===== config.mk =====
export PLATFORM = sky130hd
export DESIGN_NAME = k_subset_enumerator
export DESIGN_NICKNAME = d
export VERILOG_FILES = /design/src/rtl/ks_pkg.sv /design/src/rtl/ks_cell.sv /design/src/rtl/ks_chain.sv /design/src/rtl/k_subset_enumerator.sv
export SDC_FILE = /design/constraint.sdc
export NUM_CORES = 1
export LEC_CHECK = 0
export ABC_AREA = 0
export BUFFER_PORTS_ARGS = -buffer_cell sky130_fd_sc_hd__buf_2
export CAP_MARGIN = 10
export CORE_UTILIZATION = 60
export CTS_BUF_LIST = sky130_fd_sc_hd__clkbuf_4 sky130_fd_sc_hd__clkbuf_8
export DETAILED_ROUTE_END_ITERATION = 8
export GPL_ROUTABILITY_DRIVEN = 0
export GPL_TIMING_DRIVEN = 0
export PLACE_DENSITY_LB_ADDON = 0.12
export SYNTH_ARGS = -nofsm -noshare
export SYNTH_HDL_FRONTEND = slang
export SYNTH_SLANG_ARGS = --single-unit

===== constraint.sdc =====
create_clock -name aclk -period 11.6 [get_ports aclk]
set_clock_uncertainty 0.15 [all_clocks]
set_input_delay 1.16 -clock aclk [delete_from_list [all_inputs] [get_ports aclk]]
set_output_delay 1.16 -clock aclk [all_outputs]
set_load 0.01 [all_outputs]

===== src/rtl/ks_pkg.sv =====
// Shared types, field widths and codes for the k-subset enumerator.
package ks_pkg;

    localparam int DEF_MAX_K  = 16;
    localparam int DEF_MAX_N  = 256;

    localparam int K_W        = 5;
    localparam int N_W        = 9;
    localparam int ELEM_W     = 8;
    localparam int POS_W      = 4;
    localparam int CFG_IDX_W  = 2;
    localparam int CFG_DATA_W = 9;

    localparam logic [CFG_IDX_W-1:0] REG_K_COUNT = 2'd0;
    localparam logic [CFG_IDX_W-1:0] REG_N_COUNT = 2'd1;

    typedef enum logic [1:0] {
        STATUS_ELEM    = 2'd0,
        STATUS_NONE    = 2'd1,
        STATUS_INVALID = 2'd2
    } status_t;

    // command broadcast to every cell of the row
    typedef struct packed {
        logic load;
        logic advance;
    } cell_cmd_t;

endpackage


===== src/rtl/ks_cell.sv =====
// One slot of the subset: holds its index, its upper limit and the carry/fill logic.
module ks_cell #(
    parameter int POS = 0,
    parameter int VW  = 8
) (
    input  logic                     aclk,
    input  logic                     aresetn,
    input  ks_pkg::cell_cmd_t        cmd_i,
    input  logic [ks_pkg::K_W-1:0]   k_i,
    input  logic [ks_pkg::N_W-1:0]   n_i,
    input  logic [VW-1:0]            left_value_i,
    input  logic                     right_full_i,
    output logic                     full_o,
    output logic [VW-1:0]            value_o
);
    import ks_pkg::*;

    logic [VW-1:0] value_reg, value_next;
    logic [VW-1:0] limit_reg, limit_next;
    logic          en_reg, en_next;
    logic          fill_reg, fill_next;
    logic          at_max;
    logic          pivot;

    assign at_max  = (value_reg == limit_reg);
    // rightmost slot below its limit, with everything to its right saturated
    assign pivot   = en_reg && !at_max && right_full_i;
    assign full_o  = !en_reg || (at_max && right_full_i);
    assign value_o = value_reg;

    always_comb begin
        value_next = value_reg;
        limit_next = limit_reg;
        en_next    = en_reg;
        fill_next  = fill_reg;
        if (cmd_i.load) begin
            value_next = VW'(POS);
            limit_next = VW'(int'(n_i) - int'(k_i) + POS);
            en_next    = (int'(k_i) > POS);
            fill_next  = 1'b0;
        end else if (cmd_i.advance) begin
            if (pivot) begin
                value_next = value_reg + VW'(1);
            end
            fill_next = en_reg && at_max && right_full_i;
        end else if (fill_reg) begin
            // ripples left neighbour + 1 along the tail, settles one slot a cycle
            value_next = left_value_i + VW'(1);
        end
    end

    always_ff @(posedge aclk) begin
        if (!aresetn) begin
            en_reg   <= 1'b0;
            fill_reg <= 1'b0;
        end else begin
            en_reg   <= en_next;
            fill_reg <= fill_next;
        end
    end

    always_ff @(posedge aclk) begin
        value_reg <= value_next;
        limit_reg <= limit_next;
    end

endmodule


===== src/rtl/ks_chain.sv =====
// Row of subset cells with the carry chain and the element read-out.
module ks_chain #(
    parameter int MAX_K = 16,
    parameter int VW    = 8,
    parameter int PW    = 4
) (
    input  logic                     aclk,
    input  logic                     aresetn,
    input  ks_pkg::cell_cmd_t        cmd_i,
    input  logic [ks_pkg::K_W-1:0]   k_i,
    input  logic [ks_pkg::N_W-1:0]   n_i,
    input  logic [PW-1:0]            rd_pos_i,
    output logic [VW-1:0]            rd_value_o,
    output logic                     done_o
);
    import ks_pkg::*;

    logic [VW-1:0] values [MAX_K];
    logic [VW-1:0] lefts  [MAX_K];
    logic          full   [MAX_K+1];

    assign full[MAX_K] = 1'b1;

    for (genvar g = 0; g < MAX_K; g++) begin : g_cell
        if (g == 0) begin : g_first
            assign lefts[g] = '0;
        end else begin : g_rest
            assign lefts[g] = values[g-1];
        end

        ks_cell #(
            .POS (g),
            .VW  (VW)
        ) u_cell (
            .aclk         (aclk),
            .aresetn      (aresetn),
            .cmd_i        (cmd_i),
            .k_i          (k_i),
            .n_i          (n_i),
            .left_value_i (lefts[g]),
            .right_full_i (full[g+1]),
            .full_o       (full[g]),
            .value_o      (values[g])
        );
    end

    // every slot saturated: the subset now held is the last one
    assign done_o     = full[0];
    assign rd_value_o = values[rd_pos_i];

endmodule


===== src/rtl/k_subset_enumerator.sv =====
// Top level of the lexicographic k-subset enumerator.
//
// Usage:
//  - cfg_wr_en/cfg_index/cfg_wdata write k_count (index 0) and n_count
//    (index 1) while the block is idle; other indexes are ignored.
//  - Input requests (s_valid/s_ready, s_restart) ask for the next subset.
//    s_restart latches k and n and starts again from 0..k-1; a bad setting
//    (k or n zero, k > n, k > MAX_K, n > MAX_N) gives one result, status 2.
//  - Each subset leaves on the m_ channel as k results in ascending order,
//    m_last on the final one. With no subset loaded, or past the final
//    subset, a single status 1 result is given.
//  - Timing: a status result is registered at the accepting edge; the
//    first element of a subset is registered in the S_EMIT state that follows.
//  - Each subset request runs through the accept, k outputs through the
//    slot read-out and one advance on the cell row; no new request is
//    taken until it is idle again. A single-result request ends at accept.
//  - The advance finds the pivot through the carry chain of the cells and
//    refills the tail one slot per cycle, overlapped with the next output.
//  - m_ready low holds the output register; emission waits and no new
//    request is taken until the output register is free.
//  - Reset (aresetn low, synchronous) gives k = n = 1 and no subset loaded.
module k_subset_enumerator #(
    parameter int MAX_K = ks_pkg::DEF_MAX_K,
    parameter int MAX_N = ks_pkg::DEF_MAX_N
) (
    input  logic                            aclk,
    input  logic                            aresetn,
    input  logic                            cfg_wr_en,
    input  logic [ks_pkg::CFG_IDX_W-1:0]    cfg_index,
    input  logic [ks_pkg::CFG_DATA_W-1:0]   cfg_wdata,
    input  logic                            s_valid,
    output logic                            s_ready,
    input  logic                            s_restart,
    output logic                            m_valid,
    input  logic                            m_ready,
    output logic [ks_pkg::ELEM_W-1:0]       m_element_index,
    output logic [ks_pkg::POS_W-1:0]        m_position,
    output logic                            m_last,
    output logic [1:0]                      m_status
);
    import ks_pkg::*;

    // n_count is 9 bits, so element values never exceed 510
    localparam int N_EFF = (MAX_N < 511) ? MAX_N : 511;
    localparam int VW    = $clog2(N_EFF);
    localparam int PW    = (MAX_K > 1) ? $clog2(MAX_K) : 1;

    typedef enum logic [2:0] {
        S_IDLE = 3'b001,
        S_EMIT = 3'b010,
        S_ADV  = 3'b100
    } state_t;

    // configuration
    logic [K_W-1:0] k_reg;
    logic [N_W-1:0] n_reg;

    // control
    state_t         state_reg, state_next;
    logic           active_reg, active_next;
    logic [K_W-1:0] cur_k_reg, cur_k_next;
    logic [PW-1:0]  pos_reg, pos_next;

    // output register
    logic              m_valid_reg, m_valid_next;
    logic [ELEM_W-1:0] m_elem_reg, m_elem_next;
    logic [POS_W-1:0]  m_pos_reg, m_pos_next;
    logic              m_last_reg, m_last_next;
    status_t           m_status_reg, m_status_next;

    cell_cmd_t     cmd;
    logic [VW-1:0] rd_value;
    logic          done;
    logic          out_free;
    logic          accept;
    logic          cfg_bad;
    logic          last_elem;

    ks_chain #(
        .MAX_K (MAX_K),
        .VW    (VW),
        .PW    (PW)
    ) u_chain (
        .aclk       (aclk),
        .aresetn    (aresetn),
        .cmd_i      (cmd),
        .k_i        (k_reg),
        .n_i        (n_reg),
        .rd_pos_i   (pos_reg),
        .rd_value_o (rd_value),
        .done_o     (done)
    );

    assign out_free  = !m_valid_reg || m_ready;
    assign s_ready   = (state_reg == S_IDLE) && out_free;
    assign accept    = s_valid && s_ready;
    assign cfg_bad   = (k_reg == '0) || (n_reg == '0) || (N_W'(k_reg) > n_reg)
                       || (int'(k_reg) > MAX_K) || (int'(n_reg) > MAX_N);
    assign last_elem = (int'(pos_reg) + 1 == int'(cur_k_reg));

    always_comb begin
        state_next    = state_reg;
        active_next   = active_reg;
        cur_k_next    = cur_k_reg;
        pos_next      = pos_reg;
        cmd           = '0;
        m_valid_next  = m_valid_reg && !m_ready;
        m_elem_next   = m_elem_reg;
        m_pos_next    = m_pos_reg;
        m_last_next   = m_last_reg;
        m_status_next = m_status_reg;

        unique case (state_reg)
            S_IDLE: begin
                if (accept) begin
                    if (s_restart && cfg_bad) begin
                        active_next   = 1'b0;
                        m_valid_next  = 1'b1;
                        m_elem_next   = '0;
                        m_pos_next    = '0;
                        m_last_next   = 1'b1;
                        m_status_next = STATUS_INVALID;
                    end else if (s_restart) begin
                        cmd.load    = 1'b1;
                        active_next = 1'b1;
                        cur_k_next  = k_reg;
                        pos_next    = '0;
                        state_next  = S_EMIT;
                    end else if (!active_reg) begin
                        m_valid_next  = 1'b1;
                        m_elem_next   = '0;
                        m_pos_next    = '0;
                        m_last_next   = 1'b1;
                        m_status_next = STATUS_NONE;
                    end else begin
                        pos_next   = '0;
                        state_next = S_EMIT;
                    end
                end
            end
            S_EMIT: begin
                if (out_free) begin
                    m_valid_next  = 1'b1;
                    m_elem_next   = ELEM_W'(rd_value);
                    m_pos_next    = POS_W'(pos_reg);
                    m_last_next   = last_elem;
                    m_status_next = STATUS_ELEM;
                    if (last_elem) begin
                        state_next = S_ADV;
                    end else begin
                        pos_next = pos_reg + PW'(1);
                    end
                end
            end
            S_ADV: begin
                cmd.advance = 1'b1;
                if (done) begin
                    active_next = 1'b0;
                end
                state_next = S_IDLE;
            end
            default: begin
                state_next = S_IDLE;
            end
        endcase
    end

    always_ff @(posedge aclk) begin
        if (!aresetn) begin
            k_reg <= K_W'(1);
            n_reg <= N_W'(1);
        end else if (cfg_wr_en) begin
            unique case (cfg_index)
                REG_K_COUNT: k_reg <= cfg_wdata[K_W-1:0];
                REG_N_COUNT: n_reg <= cfg_wdata[N_W-1:0];
                default: ;
            endcase
        end
    end

    always_ff @(posedge aclk) begin
        if (!aresetn) begin
            state_reg   <= S_IDLE;
            active_reg  <= 1'b0;
            cur_k_reg   <= '0;
            pos_reg     <= '0;
            m_valid_reg <= 1'b0;
        end else begin
            state_reg   <= state_next;
            active_reg  <= active_next;
            cur_k_reg   <= cur_k_next;
            pos_reg     <= pos_next;
            m_valid_reg <= m_valid_next;
        end
    end

    always_ff @(posedge aclk) begin
        m_elem_reg   <= m_elem_next;
        m_pos_reg    <= m_pos_next;
        m_last_reg   <= m_last_next;
        m_status_reg <= m_status_next;
    end

    assign m_valid         = m_valid_reg;
    assign m_element_index = m_elem_reg;
    assign m_position      = m_pos_reg;
    assign m_last          = m_last_reg;
    assign m_status        = m_status_reg;

`ifndef ASSERT_OFF
    a_emit_active: assert property (@(posedge aclk) disable iff (!aresetn)
        (state_reg == S_EMIT) |-> active_reg)
        else $error("emitting without a loaded subset");

    a_pos_range: assert property (@(posedge aclk) disable iff (!aresetn)
        (state_reg == S_EMIT) |-> (int'(pos_reg) < int'(cur_k_reg)))
        else $error("slot pointer beyond k");

    a_single_last: assert property (@(posedge aclk) disable iff (!aresetn)
        (m_valid && (m_status != STATUS_ELEM)) |-> m_last)
        else $error("status result not marked last");

    a_adv_once: assert property (@(posedge aclk) disable iff (!aresetn)
        (state_reg == S_ADV) |=> (state_reg == S_IDLE))
        else $error("advance lasted more than one cycle");
`endif

endmodule


# Word level (Yosys, flattened, before mapping)

Cells that the tools add are included.

Output and inout port bits: 17
Input bits: 17
Word-level logic and storage cells: 465
Flip-flop bits (word level): 331

Equal/unequal tests: 47
Mux-type cells: 105
Magnitude comparators: 20
Bitwise operators: 3
Reduce and logical (&&, ||, !) cells: 181
Add/sub/neg operators: 34

Operators with widths:

| kind                | count |
|---|---|
| $mux 8              | 55 |
| $add 8x1->8 const B | 16 |
| $eq 8x8->1          | 16 |
| $logic_and 1x1->1   | 81 |
| $add 8x5->8 const B | 8 |
| $mux 4              | 11 |
| $gt 5x4->1 const B  | 8 |
| $reduce_and 2->1    | 18 |
| $reduce_bool 2->1   | 18 |
| $logic_not 1->1     | 34 |
| $add 8x4->8 const B | 4 |
| $bmux 8 s4          | 1 |
| $ne 2x1->1 const B  | 16 |
| $logic_or 1x1->1    | 21 |
| $gt 5x3->1 const B  | 4 |
| $mux 1              | 19 |
| $mux 3              | 6 |
| $add 8x3->8 const B | 2 |
| $pmux 4 s2          | 2 |
| $pmux 8 s2          | 1 |
| $ne 2x2->1 const B  | 6 |
| $gt 5x1->1 const B  | 2 |
| $gt 5x2->1 const B  | 2 |
| $mux 2              | 5 |
| 27 further kinds    | 34 |

# Longest topological paths before layout

Word-level depth: 34
Mapped depth: 15
Gate-level depth less buffers: 12

# By module

Synthesis repeated with hierarchy kept, for this count alone.

Cell total of the unflattened synthesis: 2904
Area, all modules: 26630.5 sq um

By module, submodules not included:

| module                               | seq. area each (sq um) | area an instance (sq um) | cells an instance | times used |
|---|---|---|---|---|
| k_subset_enumerator                  | 1011.0                 | 2098.3                   | 197               | 1 |
| ks_cell at u_chain.g_cell[12].u_cell | 440.4                  | 1542.7                   | 176               | 1 |
| ks_cell at u_chain.g_cell[5].u_cell  | 440.4                  | 1511.4                   | 167               | 1 |
| ks_cell at u_chain.g_cell[7].u_cell  | 440.4                  | 1511.4                   | 166               | 1 |
| ks_cell at u_chain.g_cell[4].u_cell  | 440.4                  | 1502.7                   | 176               | 1 |
| ks_cell at u_chain.g_cell[13].u_cell | 440.4                  | 1496.4                   | 168               | 1 |
| ks_cell at u_chain.g_cell[9].u_cell  | 440.4                  | 1495.2                   | 164               | 1 |
| ks_cell at u_chain.g_cell[11].u_cell | 440.4                  | 1477.7                   | 157               | 1 |
| ks_cell at u_chain.g_cell[8].u_cell  | 440.4                  | 1475.2                   | 171               | 1 |
| ks_cell at u_chain.g_cell[6].u_cell  | 440.4                  | 1463.9                   | 169               | 1 |
| ks_cell at u_chain.g_cell[15].u_cell | 440.4                  | 1458.9                   | 162               | 1 |
| ks_cell at u_chain.g_cell[2].u_cell  | 440.4                  | 1443.9                   | 167               | 1 |
| ks_cell at u_chain.g_cell[1].u_cell  | 440.4                  | 1441.4                   | 160               | 1 |
| ks_cell at u_chain.g_cell[3].u_cell  | 440.4                  | 1432.6                   | 160               | 1 |
| 4 more rows                          | n/a                    | n/a                      | n/a               | n/a |

# Least setup slack after synthesis

Ideal clock, no wire load.

Path type: reg2reg
Start: register k_reg[1]
End: register u_chain.g_cell[0].u_cell.limit_reg[1], enable pin
Path buffers: 3
Data required time: 10.954 ns
Cell stages (with the launch flop): 14
Setup time: 0.496 ns
Clock period less this slack: 5.783 ns
Arrival: 5.137 ns
Slack: 5.817 ns
Cells stage by stage: dfxtp_1 > clkbuf_1 > inv_1 > ha_1 > nor2b_1 > o21a_1 > o21a_1 > o21ai_0 > a21oi_1 > nor2_1 > nand3_1 > inv_1 > buf_6 > clkbuf_1

RTL lines:

| element                | line                       | RTL |
|---|---|---|
| start, declared        | k_subset_enumerator.sv:55  | `logic [K_W-1:0] k_reg;` |
| start signal, assigned | k_subset_enumerator.sv:174 | `REG_K_COUNT: k_reg <= cfg_wdata[K_W-1:0];` |
| end signal, assigned   | ks_cell.sv:64              | `limit_reg <= limit_next;` |
| end, declared          | ks_cell.sv:19              | `logic [VW-1:0] limit_reg, limit_next;` |

==> qor.csv <==
stage,metric,value,unit
synth,Mapped Area,18000,µm²
power_and_ir_drop,maximum VDD drop,0.108,mV
detailed_routing,remaining antenna violation count,0,
die,row cnt,63,
timing,slew margin rel.,19.0,%
layout,most used cells in the layout excluding fill and tap cells,"sky130_fd_sc_hd__nand2_1 (195), sky130_fd_sc_hd__dfxtp_1 (188), sky130_fd_sc_hd__nor2_1 (178)",
layout,final core utilization,67.2,%
global_routing,number of global-route vias before repair,15000,
die,Core Box Area,29600,µm²
power_and_ir_drop,Static Leak,7.44,nW
setup_path,launching element type of the critical path,register,
timing,Least-Margin Pin Slew,1.21,ns
clocking,number of clock sinks seen by CTS,297,
die,width of the chip,175,µm
synth,largest cells by area after synthesis,"sky130_fd_sc_hd__dfxtp_1 (21%), sky130_fd_sc_hd__edfxtp_1 (18%), sky130_fd_sc_hd__xnor2_1 (8.6%)",
detailed_routing,drt drc,0,
placed_design,sum of net half-perimeters after detailed placement,46.9,mm
detailed_routing,1st-iter DRT viols,2256,
timing,highest achievable clock rate,205,MHz
synth,count of synthesis-stage warnings from yosys,0,
setup_path,"Arr. time, crit path",5.00,ns
synth,syn nets,2004,
setup_path,critical-path maximum fanout,55,
timing,Setup WS post-layout,6.73,ns
synth,asr flop ratio synth,0,%
clocking,TritonCTS clock tree,done,
timing,max-slew violation total from the final report,0,
timing,Tmin final,4.87,ns
clocking,total number of H-tree levels,2,
synth,Mean Syn Cell Area,9.28,µm²
global_routing,global routing usage summed across all routing layers,41.3,%
global_routing,number of antenna violations at the first check in global routing,0,
hold_path,worst hold stages,2,
synth,fraction of synthesized cell area taken by the top area cell type,20.9,%
setup_path,critical path type,reg -> reg,
layout,post-route cell area,19900,µm²
die,initial core utilization,60.9,%
synth,share of synthesized area occupied by flip-flops and latches,39.0,%
placed_design,placement-stage cell area,18700,µm²
layout,antenna diode instance count,0,
setup_path,worst reg2reg path depth,14,
timing,total of endpoints with negative setup slack in the final report,0,
layout,"leading cell type in the layout, fill and taps excluded",sky130_fd_sc_hd__nand2_1,
synth,dominant register cell in the synthesized netlist,sky130_fd_sc_hd__dfxtp_1,
detailed_routing,average vias per placed instance,6.64,
clocking,Resized Gates After CTS,0,
synth,synthesis-stage register bit count,297,
clocking,root buffer cell,sky130_fd_sc_hd__clkbuf_8,
clocking,Worst-Skew Late Latency,0.62,ns
setup_path,register-to-register path setup slack,6.73,ns
power_and_ir_drop,power per unit of standard cell area,148,nW/µm²
layout,P&R area growth vs syn,10.4,%
detailed_routing,total via count after detailed routing,16400,
timing,setup TNS after final layout,0,ns
layout,Largest register FFs,128,
detailed_routing,wire length per cell,25.9,µm
timing,final hold violation count,0,
die,chip height,175,µm
job,reported max-cap violation count,0,
setup_path,WP data required,11.73,ns
global_routing,global-route wire length before repair,94.1,mm
global_routing,pin count of the biggest net entering global routing,56,
timing,final clock period utilization by the worst path,42.0,%
status,result of the run,completed,
synth,post-synthesis instance total,1944,
timing,worst hold margin,0.325,ns
layout,final net count,2093,
placed_design,dpl ws,6.90,ns
synth,count of flip-flops with a built-in enable after synthesis,109,
synth,count of unique library cells instantiated by Yosys,84,
layout,share of post-route cells with drive strength above 1,11.0,%
detailed_routing,DR pass1 iterations,8,
die,Die Area,30800,µm²
clocking,TritonCTS buffer count,53,
clocking,clock-pin slew reported for the worst setup and hold paths after clock tree synthesis,0.06,ns
timing,setup repair after global routing missed its margin,false,
clocking,Post-CTS Setup Repair Bufs,0,
placed_design,count of input and output buffers,33,
detailed_routing,overall routed net length,64.0,mm
clocking,"Hold-fix buffers, CTS",0,
hold_path,type of the worst min-delay path,reg -> reg,
die,I/O pin count,34,
synth,cell type with the largest total area after synthesis,sky130_fd_sc_hd__dfxtp_1,
global_routing,overflow left after global routing,0,
setup_path,critical path endpoint category,register,
clocking,buffer levels on the longest clock path,3,
==> cell usage after synthesis (7+ instances only) <==
master and instances:
sky130_fd_sc_hd__nand2_1 195, sky130_fd_sc_hd__dfxtp_1 188, sky130_fd_sc_hd__nor2_1 178, sky130_fd_sc_hd__xnor2_1 177, sky130_fd_sc_hd__xor2_1 116, sky130_fd_sc_hd__edfxtp_1 109, sky130_fd_sc_hd__a21oi_1 108, sky130_fd_sc_hd__clkbuf_1 102
sky130_fd_sc_hd__nand3_1 99, sky130_fd_sc_hd__mux2i_1 75, sky130_fd_sc_hd__o21ai_0 71, sky130_fd_sc_hd__inv_1 54, sky130_fd_sc_hd__and3_1 43, sky130_fd_sc_hd__ha_1 42, sky130_fd_sc_hd__mux4_2 40, sky130_fd_sc_hd__nand4_1 27
sky130_fd_sc_hd__and2_1 21, sky130_fd_sc_hd__a211o_1 19, sky130_fd_sc_hd__nor3_1 17, sky130_fd_sc_hd__nor4_1 17, sky130_fd_sc_hd__buf_1 14, sky130_fd_sc_hd__a211oi_1 13, sky130_fd_sc_hd__a21o_1 11, sky130_fd_sc_hd__o22ai_1 11
sky130_fd_sc_hd__a311oi_1 10, sky130_fd_sc_hd__nor2b_1 10, sky130_fd_sc_hd__o211ai_1 10, sky130_fd_sc_hd__o21a_1 10, sky130_fd_sc_hd__a31oi_1 8, sky130_fd_sc_hd__or3_1 8, sky130_fd_sc_hd__a21boi_0 7, sky130_fd_sc_hd__nand2b_1 7
sky130_fd_sc_hd__nor3b_1 7
==> routing by layer <==
| layer | routed length (µm) | up-vias | track usage (%) |
|---|---|---|---|
| met2 | 26100 | 1297 | 59.2 |
| li1 | - | 7048 | - |
| met1 | 23900 | 7737 | 54.4 |
| met3 | 9630 | 311 | 12.8 |
| met4 | 4400 | 0 | 25.4 |
| met5 | 0 | - | 0 |
==> per-stage QoR <==
stage               total power (W)  std cells
floorplan                   0.00165       1944
global placement            0.00184       2367
detailed placement          0.00185       2368
CTS                         0.00292       2468
global route                0.00303       2468
finish                      0.00295       2468
==> worst max-delay path, stage by stage (launching register included) <==
cell                       delay, ns
sky130_fd_sc_hd__dfxtp_1        0.42
sky130_fd_sc_hd__clkbuf_1       0.40
sky130_fd_sc_hd__inv_1          0.20
sky130_fd_sc_hd__ha_1           0.37
sky130_fd_sc_hd__nor2b_1        0.14
sky130_fd_sc_hd__o21a_1         0.16
sky130_fd_sc_hd__o21a_1         0.16
sky130_fd_sc_hd__o21ai_0        0.14
sky130_fd_sc_hd__a21oi_1        0.24
sky130_fd_sc_hd__nor2_1         0.27
sky130_fd_sc_hd__nand3_1        0.43
sky130_fd_sc_hd__inv_1          0.24
sky130_fd_sc_hd__buf_6          0.19
sky130_fd_sc_hd__clkbuf_4       0.64
sky130_fd_sc_hd__buf_16         0.32
==> kinds of logic after synthesis <==
| family | count (synthesis) | share of synthesized area (%) |
|---|---|---|
| AND/OR/NAND/NOR | 650 | 16.8 |
| AO/OA/AOI/OAI | 347 | 12.8 |
| flip-flops | 297 | 39.0 |
| XOR/XNOR | 295 | 14.4 |
| buffers and inverters | 191 | 4.35 |
| multiplexers | 121 | 9.61 |
| adder cells (fa/ha/maj) | 43 | 3.02 |
==> final cells by class <==
| class | count | area, µm² |
|---|---|---|
| well taps | 390 | 488 |
| multi-input cells | 1456 | 10200 |
| clock buffers | 90 | 1100 |
| flip-flops and latches | 297 | 7040 |
| clock inverters | 10 | 86.3 |
| plain buffers | 132 | 567 |
| repair buffers | 34 | 193 |
| inverters | 59 | 221 |
| fillers | 2454 | 9720 |
==> worst paths after layout <==
kind,to,startpoint
max reg2reg,u_chain.g_cell[2].u_cell.limit_reg[2]$_DFFE_PP_,k_reg[1]$_SDFFE_PN0P_
max,u_chain.g_cell[2].u_cell.limit_reg[2]$_DFFE_PP_,k_reg[1]$_SDFFE_PN0P_
min,cur_k_reg[0]$_SDFFE_PN0P_,cur_k_reg[0]$_SDFFE_PN0P_
min reg2reg,cur_k_reg[0]$_SDFFE_PN0P_,cur_k_reg[0]$_SDFFE_PN0P_
==> power by group <==
| part | switching [W] | internal, W |
|---|---|---|
| clock | 0.000475 | 0.000620 |
| sequential | 0.0000950 | 0.00121 |
| combinational | 0.000361 | 0.000185 |
| total | 0.000931 | 0.00202 |
Note: power is estimated with default switching activity, not from simulation.
